File: config.mk
export PLATFORM = sky130hd
export DESIGN_NAME = igac_mul
export DESIGN_NICKNAME = d
export VERILOG_FILES = /design/src/sv/igac_pkg.sv /design/src/sv/igac_mul.sv
export SDC_FILE = /design/constraint.sdc
export NUM_CORES = 2
export LEC_CHECK = 0
export ABC_CLOCK_PERIOD_IN_PS = 3550
export BUFFER_PORTS_ARGS = -buffer_cell sky130_fd_sc_hd__buf_4
export CAP_MARGIN = 15
export CELL_PAD_IN_SITES_DETAIL_PLACEMENT = 0
export CELL_PAD_IN_SITES_GLOBAL_PLACEMENT = 1
export CORE_MARGIN = 2
export CORE_UTILIZATION = 50
export DETAILED_ROUTE_END_ITERATION = 6
export MAX_ROUTING_LAYER = met4
export PLACE_DENSITY = 0.78
export SYNTH_ARGS = -nofsm -noshare
export SYNTH_HDL_FRONTEND = slang
export SYNTH_SLANG_ARGS = --single-unit
export TNS_END_PERCENT = 50
File: constraint.sdc
create_clock -name clk_i -period 3.55 [get_ports clk_i]
set_input_delay 0.1775 -clock clk_i [delete_from_list [all_inputs] [get_ports clk_i]]
set_output_delay 0.1775 -clock clk_i [all_outputs]
set_load 0.01 [all_outputs]
File: src/sv/igac_pkg.sv
`timescale 1ns / 1ps
// ----------------------------------------------------------------------------
// igac_pkg: shared types and constants for the IMU conditioner
// Register indexes, request and result payloads, arithmetic unit opcodes
// and the saturation helper.
// ----------------------------------------------------------------------------
package igac_pkg;

  localparam int unsigned NumRegs = 8;
  localparam int unsigned RegIdxW = 3;
  localparam int unsigned CfgDataW = 64;
  localparam logic [7:0] StillRunMax = 8'd255;

  typedef enum logic [RegIdxW-1:0] {
    REG_GYRO_SCALE  = 3'd0,
    REG_ACCEL_SCALE = 3'd1,
    REG_STILL_THR   = 3'd2,
    REG_FILT_ALPHA  = 3'd3,
    REG_DEADBAND    = 3'd4,
    REG_STAT_SAMP   = 3'd5,
    REG_RECAL_MS    = 3'd6,
    REG_BIAS_ALPHA  = 3'd7
  } reg_idx_e;

  // input request payload
  typedef struct packed {
    logic signed [15:0] raw_accel_x;
    logic signed [15:0] raw_accel_y;
    logic signed [15:0] raw_accel_z;
    logic signed [15:0] raw_gyro_x;
    logic signed [15:0] raw_gyro_y;
    logic signed [15:0] raw_gyro_z;
    logic [15:0]        fusion_still_count;
    logic signed [31:0] gravity_x;
    logic signed [31:0] gravity_y;
    logic signed [31:0] gravity_z;
    logic [31:0]        time_ms;
  } sample_t;

  // result payload
  typedef struct packed {
    logic signed [31:0] rate_x;
    logic signed [31:0] rate_y;
    logic signed [31:0] rate_z;
    logic signed [31:0] smooth_x;
    logic signed [31:0] smooth_y;
    logic signed [31:0] smooth_z;
    logic signed [31:0] corrected_accel_x;
    logic signed [31:0] corrected_accel_y;
    logic signed [31:0] corrected_accel_z;
    logic [7:0]         gyro_still_run;
    logic [31:0]        smooth_magnitude;
  } result_t;

  // shared unit opcodes
  typedef enum logic [1:0] {
    OP_SCALE = 2'd0,  // a * b, round shift by scale shift
    OP_EMA   = 2'd1,  // a * b, round shift by 16
    OP_SQ    = 2'd2   // a * b, no shift
  } alu_op_e;

  typedef struct packed {
    logic        start;
    alu_op_e     op;
  } alu_ctrl_t;

  // saturate a 66-bit signed value to 32 bits
  function automatic logic signed [31:0] sat32(input logic signed [65:0] v);
    logic signed [31:0] r;
    if (v > 66'sh0_7FFF_FFFF) r = 32'sh7FFF_FFFF;
    else if (v < -66'sh0_8000_0000) r = 32'sh8000_0000;
    else r = v[31:0];
    return r;
  endfunction

endpackage

File: src/sv/igac_mul.sv
`timescale 1ns / 1ps
// ----------------------------------------------------------------------------
// igac_mul: shared multiply and round unit
// One registered 34x34 signed product, then a combinational rounding shift.
// ----------------------------------------------------------------------------
module igac_mul #(
  parameter int unsigned ScaleShift = 8
) (
  input  logic                   clk_i,
  input  logic                   rst_ni,
  input  igac_pkg::alu_ctrl_t    ctrl_i,
  input  logic signed [33:0]     a_i,
  input  logic signed [33:0]     b_i,
  output logic signed [65:0]     res_o,
  output logic                   done_o
);

  logic signed [67:0] prod_q, prod_d;
  igac_pkg::alu_op_e  op_q;
  logic               v_q;
  logic signed [67:0] rnd;

  assign prod_d = 68'(a_i) * 68'(b_i);

  // product register
  always_ff @(posedge clk_i or negedge rst_ni) begin
    if (!rst_ni) begin
      v_q  <= 1'b0;
      op_q <= igac_pkg::OP_SQ;
    end else begin
      v_q  <= ctrl_i.start;
      op_q <= ctrl_i.op;
    end
  end

  always_ff @(posedge clk_i) begin
    if (ctrl_i.start) prod_q <= prod_d;
  end

  // rounding shift, ties toward +inf
  always_comb begin
    rnd = prod_q;
    unique case (op_q)
      igac_pkg::OP_SCALE: begin
        if (ScaleShift == 0) rnd = prod_q;
        else rnd = (prod_q + (68'sd1 <<< (ScaleShift - 1))) >>> ScaleShift;
      end
      igac_pkg::OP_EMA: rnd = (prod_q + 68'sd32768) >>> 16;
      default: rnd = prod_q;
    endcase
  end

  assign res_o  = rnd[65:0];
  assign done_o = v_q;

endmodule

# After elaboration in Yosys (flattened, before gate mapping)
# Index checks and enable logic that the tools add are counted.
# totals
out_inout_bits,67
word_cells,9
reg_bits,71
# op_classes
n_mul,1
n_addsub,2
n_eq_ne,1
reduce_logical,1
muxes,1
# ops
op,count
66-bit one-hot mux with 2 select lines,1
"68-bit by 17-bit adder with 68-bit output, second input constant",1
"68-bit by 9-bit adder with 68-bit output, second input constant",1
34-bit by 34-bit multiplier with 68-bit output,1
"2-bit by 1-bit == test with 1-bit output, second input constant",1
2-bit logical NOT,1

# Longest topological paths before layout
# depth
depth_word,2
ltp_mapped,30
depth_no_buf,28

# Worst setup path after synthesis
# Ideal clock, no wire load.
# synth_path
path_type,in2reg
from,in b_i[4]
to,reg prod_q[67] (data pin)
cell_stages,28
setup_slack_ns,-3.934
n_path_buf,2
t_arrival_ns,7.225
required_ns,3.291
path_cell_list,clkbuf_1 -> clkbuf_1 -> nand2_1 -> fa_1 -> fa_1 -> inv_1 -> fa_1 -> inv_1 -> fa_1 -> inv_1 -> fa_1 -> inv_1 -> fa_1 -> inv_1 -> fa_1 -> inv_1 -> fa_1 -> inv_1 -> ha_1 -> a21o_1 -> o21bai_1 -> a31o_2 -> a221oi_1 -> a211oi_1 -> o311ai_1 -> a31oi_1 -> o2111a_1 -> a211o_1
# synth_between
elab_chain_cells,1
# synth_lines
item,line,text
from (decl),igac_mul.sv:13,"input logic signed [33:0] b_i,"
34-bit by 34-bit multiplier with 68-bit output,igac_mul.sv:23,assign prod_d = 68'(a_i) * 68'(b_i);
via prod_d[67],igac_mul.sv:18,"logic signed [67:0] prod_q, prod_d;"
to (signal assigned),igac_mul.sv:37,if (ctrl_i.start) prod_q <= prod_d;
to (decl),igac_mul.sv:18,
# The timed path passes the listed nets, and every way through them passes these cells.
# A chain may end at the register's enable or synchronous reset.

# Final worst setup path
# layout_path
from,in a_i[19]
to,reg prod_q[67] (data pin)
# layout_between
elab_chain_cells,1
# layout_lines
item,line,text
from (decl),igac_mul.sv:12,"input logic signed [33:0] a_i,"
34-bit by 34-bit multiplier with 68-bit output,igac_mul.sv:23,
via prod_d[67],igac_mul.sv:18,
# The timed path passes the listed nets, and every way through them passes these cells.

==> flow_metrics.tcl <==
set metrics [dict create \
    worst_path_most_repeated_cell "fa_1" \
    cts_tree "built" \
    crit_arrival_ps 7210 \
    synth_top_family_by_area "adder cells" \
    synth_nets 6702 \
    grt_use_total 0.295 \
    slowest_stage "fa_2" \
    core_um2 93500 \
    wire_per_inst_um 19.4 \
    dpl.hpwl_mm 115 \
    die_area_um2 97000 \
    setup_viol 62 \
    antenna_found_initial 5 \
    cts_made_buffers 9 \
    max_stage_delay_ps 560 \
    rows 112 \
    use_met2 0.521 \
    hold_viol_final 0 \
    ys_ff_latch 71 \
    htreeDepth 3 \
    seq_area_frac_synth 0.0448 \
    status "finished with violations" \
    synth_ff_type "edfxtp_1" \
    fin_setup_tns_ps -174170 \
    met3_usage 0.0191 \
    max-cap-violations 0 \
    slew_headroom 0.387 \
    cts_buffer_depth 2 \
    cts_sinks 71 \
    area_growth_pct 20.2 \
    yosys.area_share.simple 0.172 \
    synthMuxAreaShare 0.00106 \
    async_flop_share 0.0423 \
    wl_mm 134 \
    ioPinCount 140 \
    synth_edf_count 68 \
    vias 35900 \
    min_period_ps 7110 \
    synth_xor_area_frac 0.0328 \
    avgSynthCellArea_um2 9.12 \
    path_class "in -> reg" \
    ys_types 76 \
    dpl_worst_slack_ps -4040 \
    drtPass1Iterations 5 \
    clk_pin_slew_ps 60 \
    synth_warnings 0 \
    crit_path_max_fanout 4 \
    cts_root_buf "clkbuf_16" \
    fin_hold_ws_ps 169 \
    met1_usage 0.371 \
    syn-instance-count 5182 \
    crit_required_ps 3640 \
    syn_area_um2 47300 \
    end_kind "flip-flop" \
    die_h_um 311 \
    gp_congestion 0.925 \
    synthTopCellsByArea "fa_1 53%, inv_1 9.9%, and2_1 8.2%, ha_1 5.5%, nand2_1 5.4%" \
    instances_no_fill 6938 \
    grt_overflow 0 \
    period_share 2.00 \
    start_util 0.506 \
    drtAntennaViolNets 0 \
    grt_pass1_vias 40000 \
    grt_pass1_wl_mm 219 \
    start_kind "input port" \
    via_per_inst 5.17 \
    finalWorstSetupSlack_ps -3560 \
    die_w_um 311 \
    synth_top_cell_by_area "fa_1" \
    io_buffers 139 \
    drt_iter0_drc 2029 \
    yosysTopAreaCellShare 0.526 \
    tightest_slew_ps 920 \
    grt_setup_unrepaired "yes" \
    synth_compound_area_frac 0.0476 \
    busiest_layer "met2" \
    drive_above_1_share 0.203 \
    synth_fa_ha_area_frac 0.580 \
    max_freq_ghz 0.141 \
    grt_max_degree 75 \
    violations "setup timing" \
    dp.cells 6853 \
    route.detailed.drc 0 \
    nets 7195 \
    min_path_type "in -> async" \
    fillers 8200 \
    drv_slew 0 \
]
critical path: cells and delay by family:
kind | cells | cell delay (ps)
AOI/OAI and AO/OA | 9 | 2120
adders and majority gates | 9 | 4210
and+or+nand+nor | 1 | 160
buffers and inverters | 9 | 500
per-stage QoR:
step,cell area [um^2],utilization
2_1_floorplan,48200,-
3_3_place_gp,54000,0.577
3_5_place_dp,54000,0.577
4_1_cts,55700,0.596
5_1_grt,56800,0.608
6_report,56800,0.608
synthesized netlist by cell type (all sizes together), types with 3 or more instances:
cell,instances
a211o,3
a211oi,13
a21o,42
a21oi,77
a221oi,3
a22oi,4
a311oi,4
a31o,5
a31oi,11
and2,620
and3,24
and4,12
buf,20
clkbuf,263
edfxtp,68
fa,1241
ha,206
inv,1240
mux2i,5
nand2,679
nand2b,14
nand3,41
nand4,34
nor2,118
nor2b,8
nor3,24
nor3b,3
nor4,4
nor4b,3
o2111a,3
o211ai,6
o21a,10
o21ai,131
o21bai,19
o311ai,6
o31ai,4
or2,8
or3,10
or4,3
xnor2,110
xor2,67
metal layers:
layer | vias to the layer above | routed length (um)
met5 | - | 0
met4 | 0 | 4220
met3 | 244 | 5410
met2 | 893 | 69700
met1 | 18700 | 54900
li1 | 16000 | -
worst max path at each step:
| stage | startpoint | depth (start not counted) | endpoint | slack (ps) |
|---|---|---|---|---|
| global route | a_i[19] | 29 | prod_q[65]$_DFFE_PP_ | -3810 |
| floorplan | b_i[6] | 28 | prod_q[67]$_DFFE_PP_ | -3410 |
| global placement | a_i[13] | 27 | prod_q[67]$_DFFE_PP_ | -3990 |
| CTS | a_i[19] | 29 | prod_q[65]$_DFFE_PP_ | -3500 |
| finish | a_i[19] | 28 | prod_q[67]$_DFFE_PP_ | -3560 |
| detailed placement | a_i[13] | 28 | prod_q[65]$_DFFE_PP_ | -4040 |
what timing repair did:
| action | 4_1_cts | 5_1_grt |
|---|---|---|
| endpoints found under the hold margin | 5 | 0 |
| hold buffers | 3 | 0 |
| setup endpoints to repair | 65 | 81 |
| buffers inserted | 32 | 24 |
| gates cloned | 7 | 6 |
| pin swaps | 106 | 128 |
| gates resized for setup | 227 | 214 |
sequential cells by signal, summed over array words and instances (netlist names):
register  flops
done_o        1
op_q          2
prod_q       68
layout make-up:
type                    instances  area [um^2]  share of cell area
flip-flops and latches         71         2120              0.0374
inverters                    1240         4660              0.0821
clock inverters                 7         63.8             0.00112
diodes                          4         10.0            0.000176
well taps                    1254         1570              0.0276
multi-input cells            3588        41100               0.724
clock buffers                   9          225             0.00397
repair buffers                765         6990               0.123
placed cells by master (no fill, tap or decap), types with 32 or more instances in the layout:
| master | n |
|---|---|
| a21o_1 | 41 |
| a21oi_1 | 41 |
| and2_1 | 587 |
| and2_4 | 33 |
| buf_12 | 46 |
| buf_4 | 613 |
| buf_6 | 70 |
| edfxtp_1 | 68 |
| fa_1 | 1181 |
| fa_2 | 60 |
| ha_1 | 157 |
| ha_4 | 44 |
| inv_1 | 1188 |
| inv_2 | 50 |
| nand2_1 | 660 |
| nand3_1 | 35 |
| nand4_1 | 32 |
| nor2_1 | 107 |
| o21ai_0 | 101 |
| xnor2_1 | 101 |
| xor2_1 | 65 |
kinds of logic after synthesis:
logic type | after synthesis
multiplexers | 5
buffers and inverters | 1523
AND/OR/NAND/NOR | 1607
XOR/XNOR | 177
adder cells (fa/ha/maj) | 1447
AO/OA/AOI/OAI | 352
flip-flops | 71
Power is not shown: default switching activity piles up to over one toggle a cycle in this logic, so the estimate is an artifact.
