--- config.mk ---
export PLATFORM = sky130hd
export DESIGN_NAME = igac_sqrt
export DESIGN_NICKNAME = d
export VERILOG_FILES = /design/src/sv/igac_sqrt.sv
export SDC_FILE = /design/constraint.sdc
export NUM_CORES = 1
export LEC_CHECK = 0
export ABC_AREA = 1
export BUFFER_PORTS_ARGS = -buffer_cell sky130_fd_sc_hd__buf_2
export CAP_MARGIN = 40
export CORE_ASPECT_RATIO = 0.7
export CORE_UTILIZATION = 49
export DETAILED_ROUTE_END_ITERATION = 7
export PLACE_DENSITY = 0.68
export REMOVE_ABC_BUFFERS = 1
export SETUP_SLACK_MARGIN = 0.2
export SYNTH_ARGS = -nofsm -noshare
export SYNTH_HDL_FRONTEND = slang
export SYNTH_SLANG_ARGS = --single-unit
--- constraint.sdc ---
create_clock -name clk_i -period 4.2 [get_ports clk_i]
set_clock_uncertainty 0.2 [all_clocks]
set_input_delay 0.21 -clock clk_i [delete_from_list [all_inputs] [get_ports clk_i]]
set_output_delay 0.21 -clock clk_i [all_outputs]
set_load 0.01 [all_outputs]
--- src/sv/igac_sqrt.sv ---
`timescale 1ns / 1ps
// ----------------------------------------------------------------------------
// igac_sqrt: iterative floor square root
// One root bit per cycle over a 66-bit radicand, 33 steps then a done pulse.
// ----------------------------------------------------------------------------
module igac_sqrt (
  input  logic        clk_i,
  input  logic        rst_ni,
  input  logic        start_i,
  input  logic [65:0] rad_i,
  output logic [32:0] root_o,
  output logic        done_o
);

  logic [65:0] rem_q, rem_d;
  logic [65:0] val_q, val_d;
  logic [32:0] root_q, root_d;
  logic [5:0]  cnt_q, cnt_d;
  logic        busy_q, busy_d;
  logic        done_q, done_d;
  logic [65:0] trial;
  logic [65:0] rem_sh;

  // one restoring step per cycle
  always_comb begin
    rem_sh = {rem_q[63:0], val_q[65:64]};
    trial  = {31'd0, root_q, 2'b01};
    rem_d  = rem_q;
    val_d  = val_q;
    root_d = root_q;
    cnt_d  = cnt_q;
    busy_d = busy_q;
    done_d = 1'b0;
    if (start_i) begin
      rem_d  = '0;
      val_d  = rad_i;
      root_d = '0;
      cnt_d  = 6'd33;
      busy_d = 1'b1;
    end else if (busy_q) begin
      val_d = {val_q[63:0], 2'b00};
      if (rem_sh >= trial) begin
        rem_d  = rem_sh - trial;
        root_d = {root_q[31:0], 1'b1};
      end else begin
        rem_d  = rem_sh;
        root_d = {root_q[31:0], 1'b0};
      end
      cnt_d = cnt_q - 6'd1;
      if (cnt_q == 6'd1) begin
        busy_d = 1'b0;
        done_d = 1'b1;
      end
    end
  end

  always_ff @(posedge clk_i or negedge rst_ni) begin
    if (!rst_ni) begin
      cnt_q  <= '0;
      busy_q <= 1'b0;
      done_q <= 1'b0;
    end else begin
      cnt_q  <= cnt_d;
      busy_q <= busy_d;
      done_q <= done_d;
    end
  end

  always_ff @(posedge clk_i) begin
    rem_q  <= rem_d;
    val_q  <= val_d;
    root_q <= root_d;
  end

  assign root_o = root_q;
  assign done_o = done_q;

endmodule

# Word level (Yosys, flattened, before mapping)

Index checks and enable logic that the tools add are counted.

Add/subtract/negate cells: 2
Multipliers: 0
Divide/modulo/power cells: 0
$lt $le $gt $ge: 1
Equal/unequal tests: 1
Shifts and indexed selects: 0
Muxes and demuxes: 12
Bitwise gates (word level): 0
Reduce and logical (&&, ||, !) cells: 1

Operators with widths:

| operator                                                              | count |
|---|---|
| 66-bit two-way mux                                                    | 2 |
| 66-bit by 35-bit >= comparator with 1-bit output                      | 1 |
| 64-bit two-way mux                                                    | 1 |
| 64-bit by 35-bit subtractor with 64-bit output                        | 1 |
| 6-bit two-way mux                                                     | 2 |
| 1-bit two-way mux                                                     | 7 |
| 6-bit by 1-bit equality test with 1-bit output, second input constant | 1 |
| 6-bit by 1-bit subtractor with 6-bit output, second input constant    | 1 |
| 2-bit nonzero test                                                    | 1 |

Bits in registers: 171
Latch bits: 0
Memory bits (writable): 0
Bits in read-only memories: 0
Bits of input ports: 69
Output and inout bits: 34
Word-level logic and storage cells: 23
Memories kept: 0

# Longest topological paths before layout

Gate-level depths: netlist of the first run.

Depth after elaboration: 4
Depth in mapped cells: 18
Mapped depth without buffers: 18

# Worst setup path before layout of the first run

OpenSTA, ideal clock, no wires.

Path type: input -> register
From: input port start_i
To: register val_q[0] (enable)
Library setup time: 456 ps
Data arrival time: 2,601 ps
Setup slack: 942 ps
Cell stages on the path: 4
Cells stage by stage: clkbuf_1 > nor2_1 > clkinv_1 > clkbuf_1

Longest elaborated chain between the ends: 1

Ends and longest elaborated chain:

| element                      | RTL line | RTL |
|---|---|---|
| start: declaration           | 9        | `input logic start_i,` |
| 2-bit nonzero test (no line) | n/a      |  |
| end signal: assignment       | 71       | `val_q <= val_d;` |
| end: declaration             | 16       | `logic [65:0] val_q, val_d;` |

Every way passes these cells.
A chain may end at the register's enable or synchronous reset.

# Final worst setup path of the first run

From: register root_q[14] (netlist: root_o[14])
To: register rem_q[27]

Longest elaborated chain between the ends: 2
Elaborated cells on any way between the ends: 3
Those cells by class: add/sub (1); order compare (1); mux (1)

Ends and longest elaborated chain:

| element                                                                                                            | RTL line | RTL |
|---|---|---|
| start: declaration                                                                                                 | 17       | `logic [32:0] root_q, root_d;` |
| start signal: assignment                                                                                           | 72       | `root_q <= root_d;` |
| 64-bit by 35-bit subtractor with 64-bit output or 66-bit by 35-bit >= comparator with 1-bit output (tied branches) | 43, 42   |  |
| 64-bit two-way mux (*)                                                                                             | 42       | `if (rem_sh >= trial) begin` |
| end signal: assignment                                                                                             | 70       | `rem_q <= rem_d;` |
| end: declaration                                                                                                   | 15       | `logic [65:0] rem_q, rem_d;` |

Mark *: on every way between the ends. The rest lies on a longest branch, timed or not.

==> results of run 1 <==
[worst max-delay path, delay by kind of cell (launching register included)]
family | cells | cell delay [ns]
AOI/OAI and AO/OA | 2 | 0.16
adders and majority gates | 1 | 0.36
DFF | 1 | 0.33
and+or+nand+nor | 9 | 1.90
buffers and inverters | 2 | 0.14
[flip-flops by register name, summed over array words and instances, names as in the netlist]
name	flops
root_o	33
rem_q	64
busy_q	1
cnt_q	6
done_o	1
val_q	66
[cell type report]
cell class / instances / area (um2)
clock buffer: 19 / 442.9
clock inverter: 13 / 127.6
fill: 2155 / 8891
inverter: 261 / 982.2
multi-input combinational: 1243 / 5710
sequential: 171 / 4124
tap: 282 / 352.8
timing repair buffer: 179 / 1271
[per-layer routing]
layer | global-route usage [%] | up-vias | share of wire, % | routed length, um
li1 | - | 5639 | - | -
met5 | 0 | - | 0 | 0
met1 | 49.06 | 4976 | 52 | 18190
met3 | 6.870 | 23 | 8.9 | 3143
met2 | 42.01 | 342 | 38 | 13430
met4 | 6.481 | 0 | 1.0 | 365
[synth_stat cells, types with 3 or more instances]
cell and count:
buf_4 4, nand3_1 43, nand4_1 10, a21oi_1 57, buf_6 5, edfxtp_1 66
nand2_1 764, o21ai_0 46, inv_1 248, o21bai_1 5, inv_2 11, dfrtp_1 8
o22ai_1 33, nor2_2 9, ha_1 37, nand3_2 3, nor3_1 15, dfxtp_1 97
nand2_2 4, o21ai_1 35, nand3b_1 17, o21ai_2 4, nor2_1 118, xor2_1 16
xnor2_1 14, clkbuf_1 34
[final timing paths]
check	end	slack, ns	cells past startpoint	start
hold / removal	val_q[36]	0.09	3	start_i
hold reg to reg	rem_q[63]	0.26	2	rem_q[63]
setup / recovery	rem_q[27]	1.01	14	root_o[14]
max in group asynchronous	cnt_q[2]	3.00	3	rst_ni
min in group asynchronous	cnt_q[0]	0.53	3	rst_ni
setup reg to reg	rem_q[27]	1.01	14	root_o[14]
[logic make-up (layout without fill, tap and decap cells)]
| logic type | count (synthesis) | in the layout |
|---|---|---|
| AOI/OAI and AO/OA | 184 | 184 |
| xor gates and xnor gates | 30 | 30 |
| adders and majority gates | 37 | 37 |
| buffers and inverters | 307 | 472 |
| DFF | 171 | 171 |
| and+or+nand+nor | 992 | 992 |
[where the power goes]
group | switching, mW | total, mW | internal [mW]
logic | 4.50 | 6.47 | 1.97
clock network | 0.768 | 1.57 | 0.799
registers | 0.325 | 2.43 | 2.11
[cell usage in the layout, fill, tap and decap left out, drive strengths merged]
cell type,Yosys,layout
dfxtp,97,97
nand2,769,769
dlygate4sd3,0,68
nand4,10,10
a31oi,1,1
inv,259,266
dfrtp,8,8
or2,2,2
clkinvlp,0,3
o21bai,5,5
xnor2,14,14
edfxtp,66,66
clkbuf,34,19
a21oi,59,59
o22ai,33,33
ha,37,37
xor2,16,16
clkinv,2,5
nor2,129,129
nor3,17,17
nand3,46,46
and2,2,2
o21ai,85,85
buf,12,111
o21a,1,1
nand3b,17,17
[per-stage QoR]
| step | area, um2 | util [%] | total power, mW | hold slack, ns |
|---|---|---|---|---|
| after global routing | 13010 | 59.41 | 11.34 | 0.08259 |
| after floorplan | 10810 | - | 6.786 | -0.2856 |
| after CTS | 13010 | 59.41 | 10.32 | 0.07161 |
| after detailed placement | 11760 | 53.69 | 8.678 | -0.1382 |
| after global placement | 11760 | 53.69 | 8.657 | -0.1371 |
| final | 13010 | 59.41 | 10.47 | 0.09114 |
==> impl_metrics.toml, run 1 <==
[timing]
maxSlewViolCount = 0
max_freq_mhz = 313.5
setup_slack_ns = 1.010
rsz0062_at_grt = "no"
post-route-period-util_pct = 75.95
max_slew.worst_pin.slew_ns = 0.8606
hold_viol = 0
report.final.setup_viol = 0
finalCriticalPeriod_ns = 3.190
tns_ns = 0
slew_headroom_pct = 42.63

[logic_synthesis]
synth_top_family_by_area = "simple AND/OR/NAND/NOR gates"
yosysTopAreaCell = "nand2_1"
syn_avg_cell_area_um2 = 6.414
synthTopCellsByArea = "nand2_1, edfxtp_1, dfxtp_1"
netlist_instances = 1721
synth_warnings = 0
synth-edff-count = 66
ys_seq_area_share_pct = 37.36
ys.flop_type = "dfxtp_1"
synth-xor-area-share_pct = 2.380
synth.area.mux_share_pct = 0
synthSimpleGateAreaFrac_pct = 36.06
synth_area_um2 = 11040
ys_types = 38
synthArstFlopShare_pct = 4.678
synth_compound_area_share_pct = 9.067
ys_ff_latch = 171
synth_top_area_share_pct = 25.98
synth_fa_ha_area_share_pct = 4.194

[drt]
ant_nets = 0
num_vias = 10980
detail_route.vias_per_cell = 5.065
drt-initial-drc-count = 999
wirelength_um = 35130
drcViolationCount = 0
dr.pass1.iters = 7
post_drt_wl_per_cell_um = 16.20

[worst_setup_path]
crit_slowest_cell = "nand2_4"
path_cells = "inv_1 -> ha_1 -> nand2_1 -> nor2_1 -> nand2_1 -> nand2_1 -> inv_1 -> nand2_2 -> nand3_2 -> nand2_4 -> nand2_1 -> nand2_1 -> o21ai_1 -> o21ai_0"
crit_required_ns = 4.38
crit_type = "reg2reg"
cp-end-kind = "flop"
worstPathArrival_ns = 3.37
crit_path_start_kind = "flop"
critPathMostFrequentCell = "nand2_1"
cpPeakStageDelay_ns = 0.64
cp_max_fo = 73

[placement]
gp_congestion = 0.9881
io_buffers = 102
dp_slack_ns = 1.103
hpwl_um = 26100
dpl.cell_count = 2068

[cells_and_area]
final_nets = 1979
stdcell_count = 2168
drive_gt1_share_pct = 9.650
diodes = 0
area_growth_pct = 17.86

[status]
status = "complete, no violations"

[global_routing]
antenna_found_initial = 0
grt_pass1_vias = 9814
grt_pass1_wl_um = 54690
grt_usage_pct = 31.03
grt_max_degree = 74
globalRouteOverflowTotal = 0

[floorplan]
start_util_pct = 50.40
rows = 45
die_y_um = 127.6
dieArea_um2 = 23140
io_pins = 103
core_area_um2 = 21900
die_w_um = 181.4

[cts]
cts_inserted_buffers = 17
cts_resized = 0
cts_tree = "done"
cts.sink_count = 171
holdBufCountCts = 68
htreeDepth = 4
clk_latency_ns = 0.46
root_buffer = "clkbuf_16"
clk_path_buf_depth = 2
path_clk_slew_ns = 0.07
postCtsSetupRepairBufs = 0

[job]
maxCapViolCount = 0

[power]
p_leak_nw = 6.771
powerDensity_nw_per_um2 = 804.7
irDropWorstVdd_mv = 0.3745

[worst_hold_path]
hp-class = "in2reg"
No activity file was read; power rests on OpenSTA's default activity.
==> run 2: changes to the inputs <==
clock period = 3.35 ns   (was 4.2 ns; I/O delays follow)
==> run 2 against run 1 <==
Net effect: hold slack got worse by 0.069 ns; power increased by 23%; largest cell class unchanged; highest routed layer unchanged; die area did not move; final cell count increased by 0.51%; clock power increased by 25%; critical endpoint is now rem_q[1].
==> impl_metrics.toml, run 2 (synthesized netlist as in run 1, its figures left out) <==
[cells_and_area]
final_common_cell = "nand2_1"
layout_common_cells = "nand2_1, inv_1, nor2_1"
largest_reg_flops = 66
area_growth_pct = 18.64
drive_gt1_share_pct = 10.02
stdcell_count = 2179
largest_register = "val_q"
final_nets = 1990
finish.utilization_pct = 59.80
fillCellCount = 2100
diodes = 0
multi_input_area_um2 = 5719
regArea_um2 = 4124

[global_routing]
grt_pass1_wl_um = 52370
grt_pass1_vias = 9900
grt_max_degree = 63
grt_usage_pct = 29.39
antenna_found_initial = 0
globalRouteOverflowTotal = 0

[worst_setup_path]
crit_path_start_kind = "flop"
crit_type = "reg2reg"
cp-end-kind = "flop"
path_cells = "inv_1 -> ha_1 -> nand2_1 -> nor2_1 -> nand2_1 -> nor2_1 -> nand3_1 -> nand2_1 -> nor2_2 -> nand2_8 -> buf_4 -> nand2_1 -> o21ai_2 -> nand2_1 -> o21ai_1"
crit_family = "simple AND/OR/NAND/NOR gates"
cpPeakStageDelay_ns = 0.36
critPathMostFrequentCell = "nand2_1"
worstPathArrival_ns = 3.04
cp_max_fo = 38
crit_required_ns = 3.53
crit_slowest_cell = "ha_1"
worst-path-buf-inv = 2
r2r_start = "root_o[6]"
worstSetupStartpoint = "root_o[6]"

[floorplan]
start_util_pct = 50.40
die_w_um = 181.4
rows = 45
core_area_um2 = 21900
die_y_um = 127.6
io_pins = 103
dieArea_um2 = 23140

[power]
p_leak_nw = 6.827
power_mw = 12.93
irDropWorstVdd_mv = 0.4521
p_comb_share_pct = 61.1
seqPwrFrac_pct = 23.7
powerDensity_nw_per_um2 = 987.0
power.switching_mw = 6.712
netSwitchingFraction_pct = 51.92
p_int_mw = 6.215
clockPowerShare_pct = 15.2

[timing]
max_slew.worst_pin.slew_ns = 0.6109
hold_viol = 0
setup_slack_ns = 0.4919
maxSlewViolCount = 0
report.final.setup_viol = 0
max_freq_mhz = 349.9
slew_headroom_pct = 59.27
finalCriticalPeriod_ns = 2.858
rsz0062_at_grt = "no"
post-route-period-util_pct = 85.32

[drt]
detail_route.vias_per_cell = 5.065
num_vias = 11040
wirelength_um = 32950
ant_nets = 0
post_drt_wl_per_cell_um = 15.12
drcViolationCount = 0
dr.pass1.iters = 6
drt-initial-drc-count = 909

[worst_hold_path]
hp-class = "in2reg"
hp-start = "start_i"

[placement]
io_buffers = 102
gp_congestion = 0.9789
dpl.cell_count = 2078
hpwl_um = 24640
dp_slack_ns = 0.4329

[cts]
clk_path_buf_depth = 2
cts_tree = "done"
cts_inserted_buffers = 17
postCtsSetupRepairBufs = 0
root_buffer = "clkbuf_16"
clk_latency_ns = 0.45
htreeDepth = 4
path_clk_slew_ns = 0.07
cts.sink_count = 171

[job]
maxCapViolCount = 0

[status]
status = "complete, no violations"
## run 2: final timing paths
path / slack [ns] / depth (start not counted) / endpoint
max: 0.49 / 15 / rem_q[1]
min: 0.02 / 3 / val_q[36]
max reg2reg: 0.49 / 15 / rem_q[1]
min reg2reg: 0.28 / 2 / rem_q[18]
max in group asynchronous: 2.15 / 3 / cnt_q[3]
min in group asynchronous: 0.52 / 3 / done_o
## run 2: worst reg2reg max path, delay by kind of cell (launching register included)
kind            cells  cell delay, ns
compound gates      2            0.14
fa+ha+maj           1            0.36
buf+inv             2            0.33
flops               1            0.33
simple gates       10            1.46
## run 2: power groups by stage
| stage | logic [mW] | clock network (mW) | registers [mW] |
|---|---|---|---|
| 6_report | 7.90 | 1.96 | 3.06 |
| 2_1_floorplan | 5.56 | 0 | 2.95 |
| 5_1_grt | 8.84 | 2.07 | 3.11 |
| 3_5_place_dp | 7.60 | 0 | 3.09 |
| 4_1_cts | 7.72 | 1.99 | 3.04 |
| 3_3_place_gp | 7.62 | 0 | 3.08 |
## run 2: layer usage
| layer | vias to the layer above | share of wire (%) | track usage [%] |
|---|---|---|---|
| met4 | 0 | 1.2 | 6.082 |
| met1 | 4988 | 52 | 45.76 |
| met3 | 28 | 8.4 | 6.784 |
| met5 | - | 0 | 0 |
| li1 | 5658 | - | - |
| met2 | 363 | 39 | 40.52 |
## run 2: timing repair
action	CTS	global route
setup endpoints to repair	0	8
hold endpoints to repair	74	0
resized for setup	0	1
hold buffers	69	0
## run 2: cell type report
class | instances | area share, %
Tap cell | 282 | 2.694
Inverter | 261 | 7.499
Sequential cell | 171 | 31.49
Clock buffer | 18 | 3.277
Timing Repair Buffer | 190 | 10.36
Multi-Input combinational cell | 1243 | 43.67
Clock inverter | 14 | 1.022
## run 2: per-stage QoR
stage / hold slack (ns) / TNS (ns) / instance area (um2)
floorplan: -0.3281 / -182.30 / 10810
global placement: -0.1776 / 0 / 11840
detailed placement: -0.1777 / 0 / 11840
CTS: 0.004553 / 0 / 13090
global route: 0.02589 / 0 / 13100
finish: 0.02251 / 0 / 13100
==> run 3: changes to the inputs <==
PLACE_DENSITY = 0.78   (was 0.68)
REMOVE_ABC_BUFFERS = not set   (was 1)
==> run 3 against run 2 <==
Net effect: routed wire length grew 5.6%; sequential share of layout area about the same; power grew 0.85%; count of clock-buffer cells in the layout did not move; critical path depth rose by 2; maximum frequency is 0.86% lower; critical endpoint is now rem_q[29]; largest power group unchanged; highest routed layer unchanged.
==> impl_metrics.toml, run 3 (synthesized netlist as in run 1, its figures left out) <==
[worst_setup_path]
cp_max_fo = 29
crit_slowest_cell = "ha_1"
r2r_start = "root_o[25]"
worstPathArrival_ns = 3.06
path_cells = "inv_1 -> ha_1 -> nand2_1 -> inv_2 -> nand2_2 -> nor2_2 -> nand2_1 -> nor2_1 -> nand3_1 -> nand2_1 -> nor2_2 -> nand2_4 -> buf_12 -> nand2_1 -> o21ai_0 -> nand2_1 -> o21ai_0"
cpPeakStageDelay_ns = 0.44
worst-path-buf-inv = 3
critPathMostFrequentCell = "nand2_1"
cp-end-kind = "flop"
crit_required_ns = 3.53
crit_family = "simple AND/OR/NAND/NOR gates"
crit_type = "reg2reg"
crit_path_start_kind = "flop"
worstSetupStartpoint = "root_o[25]"

[cts]
cts_inserted_buffers = 17
root_buffer = "clkbuf_16"
cts_tree = "done"
htreeDepth = 4
path_clk_slew_ns = 0.08
cts.sink_count = 171
clk_latency_ns = 0.45
clk_path_buf_depth = 2

[power]
irDropWorstVdd_mv = 0.5178
seqPwrFrac_pct = 23.4
netSwitchingFraction_pct = 52.61
clockPowerShare_pct = 15.2
power_mw = 13.04
power.switching_mw = 6.859
p_comb_share_pct = 61.4
p_int_mw = 6.178
p_leak_nw = 6.823
powerDensity_nw_per_um2 = 995.0

[drt]
detail_route.vias_per_cell = 5.175
post_drt_wl_per_cell_um = 15.98
drt-initial-drc-count = 977
dr.pass1.iters = 6
num_vias = 11260
drcViolationCount = 0
wirelength_um = 34780
ant_nets = 0

[timing]
tns_ns = 0
report.final.setup_viol = 0
rsz0062_at_grt = "no"
finalCriticalPeriod_ns = 2.883
max_slew.worst_pin.slew_ns = 0.7625
max_freq_mhz = 346.9
hold_viol = 0
setup_slack_ns = 0.4672
slew_headroom_pct = 49.09
post-route-period-util_pct = 86.05
maxSlewViolCount = 0

[job]
maxCapViolCount = 0

[worst_hold_path]
hp-start = "rem_q[63]"
hp-class = "reg2reg"

[cells_and_area]
largest_register = "val_q"
area_growth_pct = 18.69
largest_reg_flops = 66
final_common_cell = "nand2_1"
drive_gt1_share_pct = 9.979
final_cell_area_um2 = 13100
final_nets = 1987
layout_common_cells = "nand2_1, inv_1, nor2_1"
diodes = 0

[floorplan]
die_w_um = 181.4
die_y_um = 127.6
dieArea_um2 = 23140
io_pins = 103
start_util_pct = 50.40
rows = 45
core_area_um2 = 21900

[placement]
io_buffers = 102
dp_slack_ns = 0.5108
hpwl_um = 24790
dpl-instance-area_um2 = 11840
gp_congestion = 0.9861

[global_routing]
antenna_found_initial = 0
grt_max_degree = 67
grt_pass1_wl_um = 55310
globalRouteOverflowTotal = 0
grt_pass1_vias = 10460
grt_usage_pct = 30.94

[logic_synthesis]
syn-num-nets = 1827

[status]
status = "complete, no violations"
-- run 3: cell count changes in the layout (fill, tap and decap cells not counted), moves of 2 or more --
cell | previous run | this run
buf_4 | 18 | 12
inv_8 | 3 | 9
inv_6 | 5 | 0
clkinvlp_4 | 0 | 3
buf_12 | 1 | 3
clkinv_1 | 3 | 1
-- run 3: area by class of cell --
cell class	count	area [um2]
repair buffers	187	1363
multi-input cells	1243	5710
flip-flops and latches	171	4124
fillers	2034	8800
inverters	261	982.2
well taps	282	352.8
clock inverters	14	141.4
clock buffers	18	429.2
-- run 3: metrics by stage --
stage	hold slack, ns	utilization (%)	cells
final	0.2716	59.82	2176
after global routing	0.2988	59.82	2176
after CTS	0.2671	59.81	2176
after detailed placement	-0.1809	54.05	2075
after global placement	-0.1860	54.05	2075
after floorplan	-0.3281	-	1721
-- run 3: worst register-to-register path: cells and delay by family (launching register included) --
kind,cells,cell delay (ns)
DFF,1,0.32
and+or+nand+nor,11,1.33
adders and majority gates,1,0.44
buffers and inverters,3,0.38
AOI/OAI and AO/OA,2,0.15
-- run 3: path summary, 6_finish.rpt --
check	to	slack, ns	depth (start not counted)
max	rem_q[29]	0.47	17
min	rem_q[63]	0.27	2
max reg2reg	rem_q[29]	0.47	17
min reg2reg	rem_q[63]	0.27	2
max in group asynchronous	cnt_q[5]	2.11	3
min in group asynchronous	done_o	0.54	3
-- run 3: power by group through the flow --
stage	combinational, mW	clock (mW)	sequential [mW]
floorplan	5.69	0	2.93
global placement	7.70	0	3.06
detailed placement	7.69	0	3.07
CTS	7.80	2.00	3.03
global route	8.97	2.09	3.10
finish	8.00	1.99	3.05
-- run 3: timing repair --
item / 4_1_cts / 5_1_grt
hold endpoints to repair: 75 / 0
endpoints found under the setup margin: 0 / 1
hold buffers: 69 / 0
buffers inserted: 0 / 0
resized for setup: 0 / 1
-- run 3: layer usage --
layer  wire length, um  global-route usage (%)
met1             16800                   45.42
met2             14280                   45.54
met3              2940                   6.357
met4               757                   9.123
met5                 0                       0
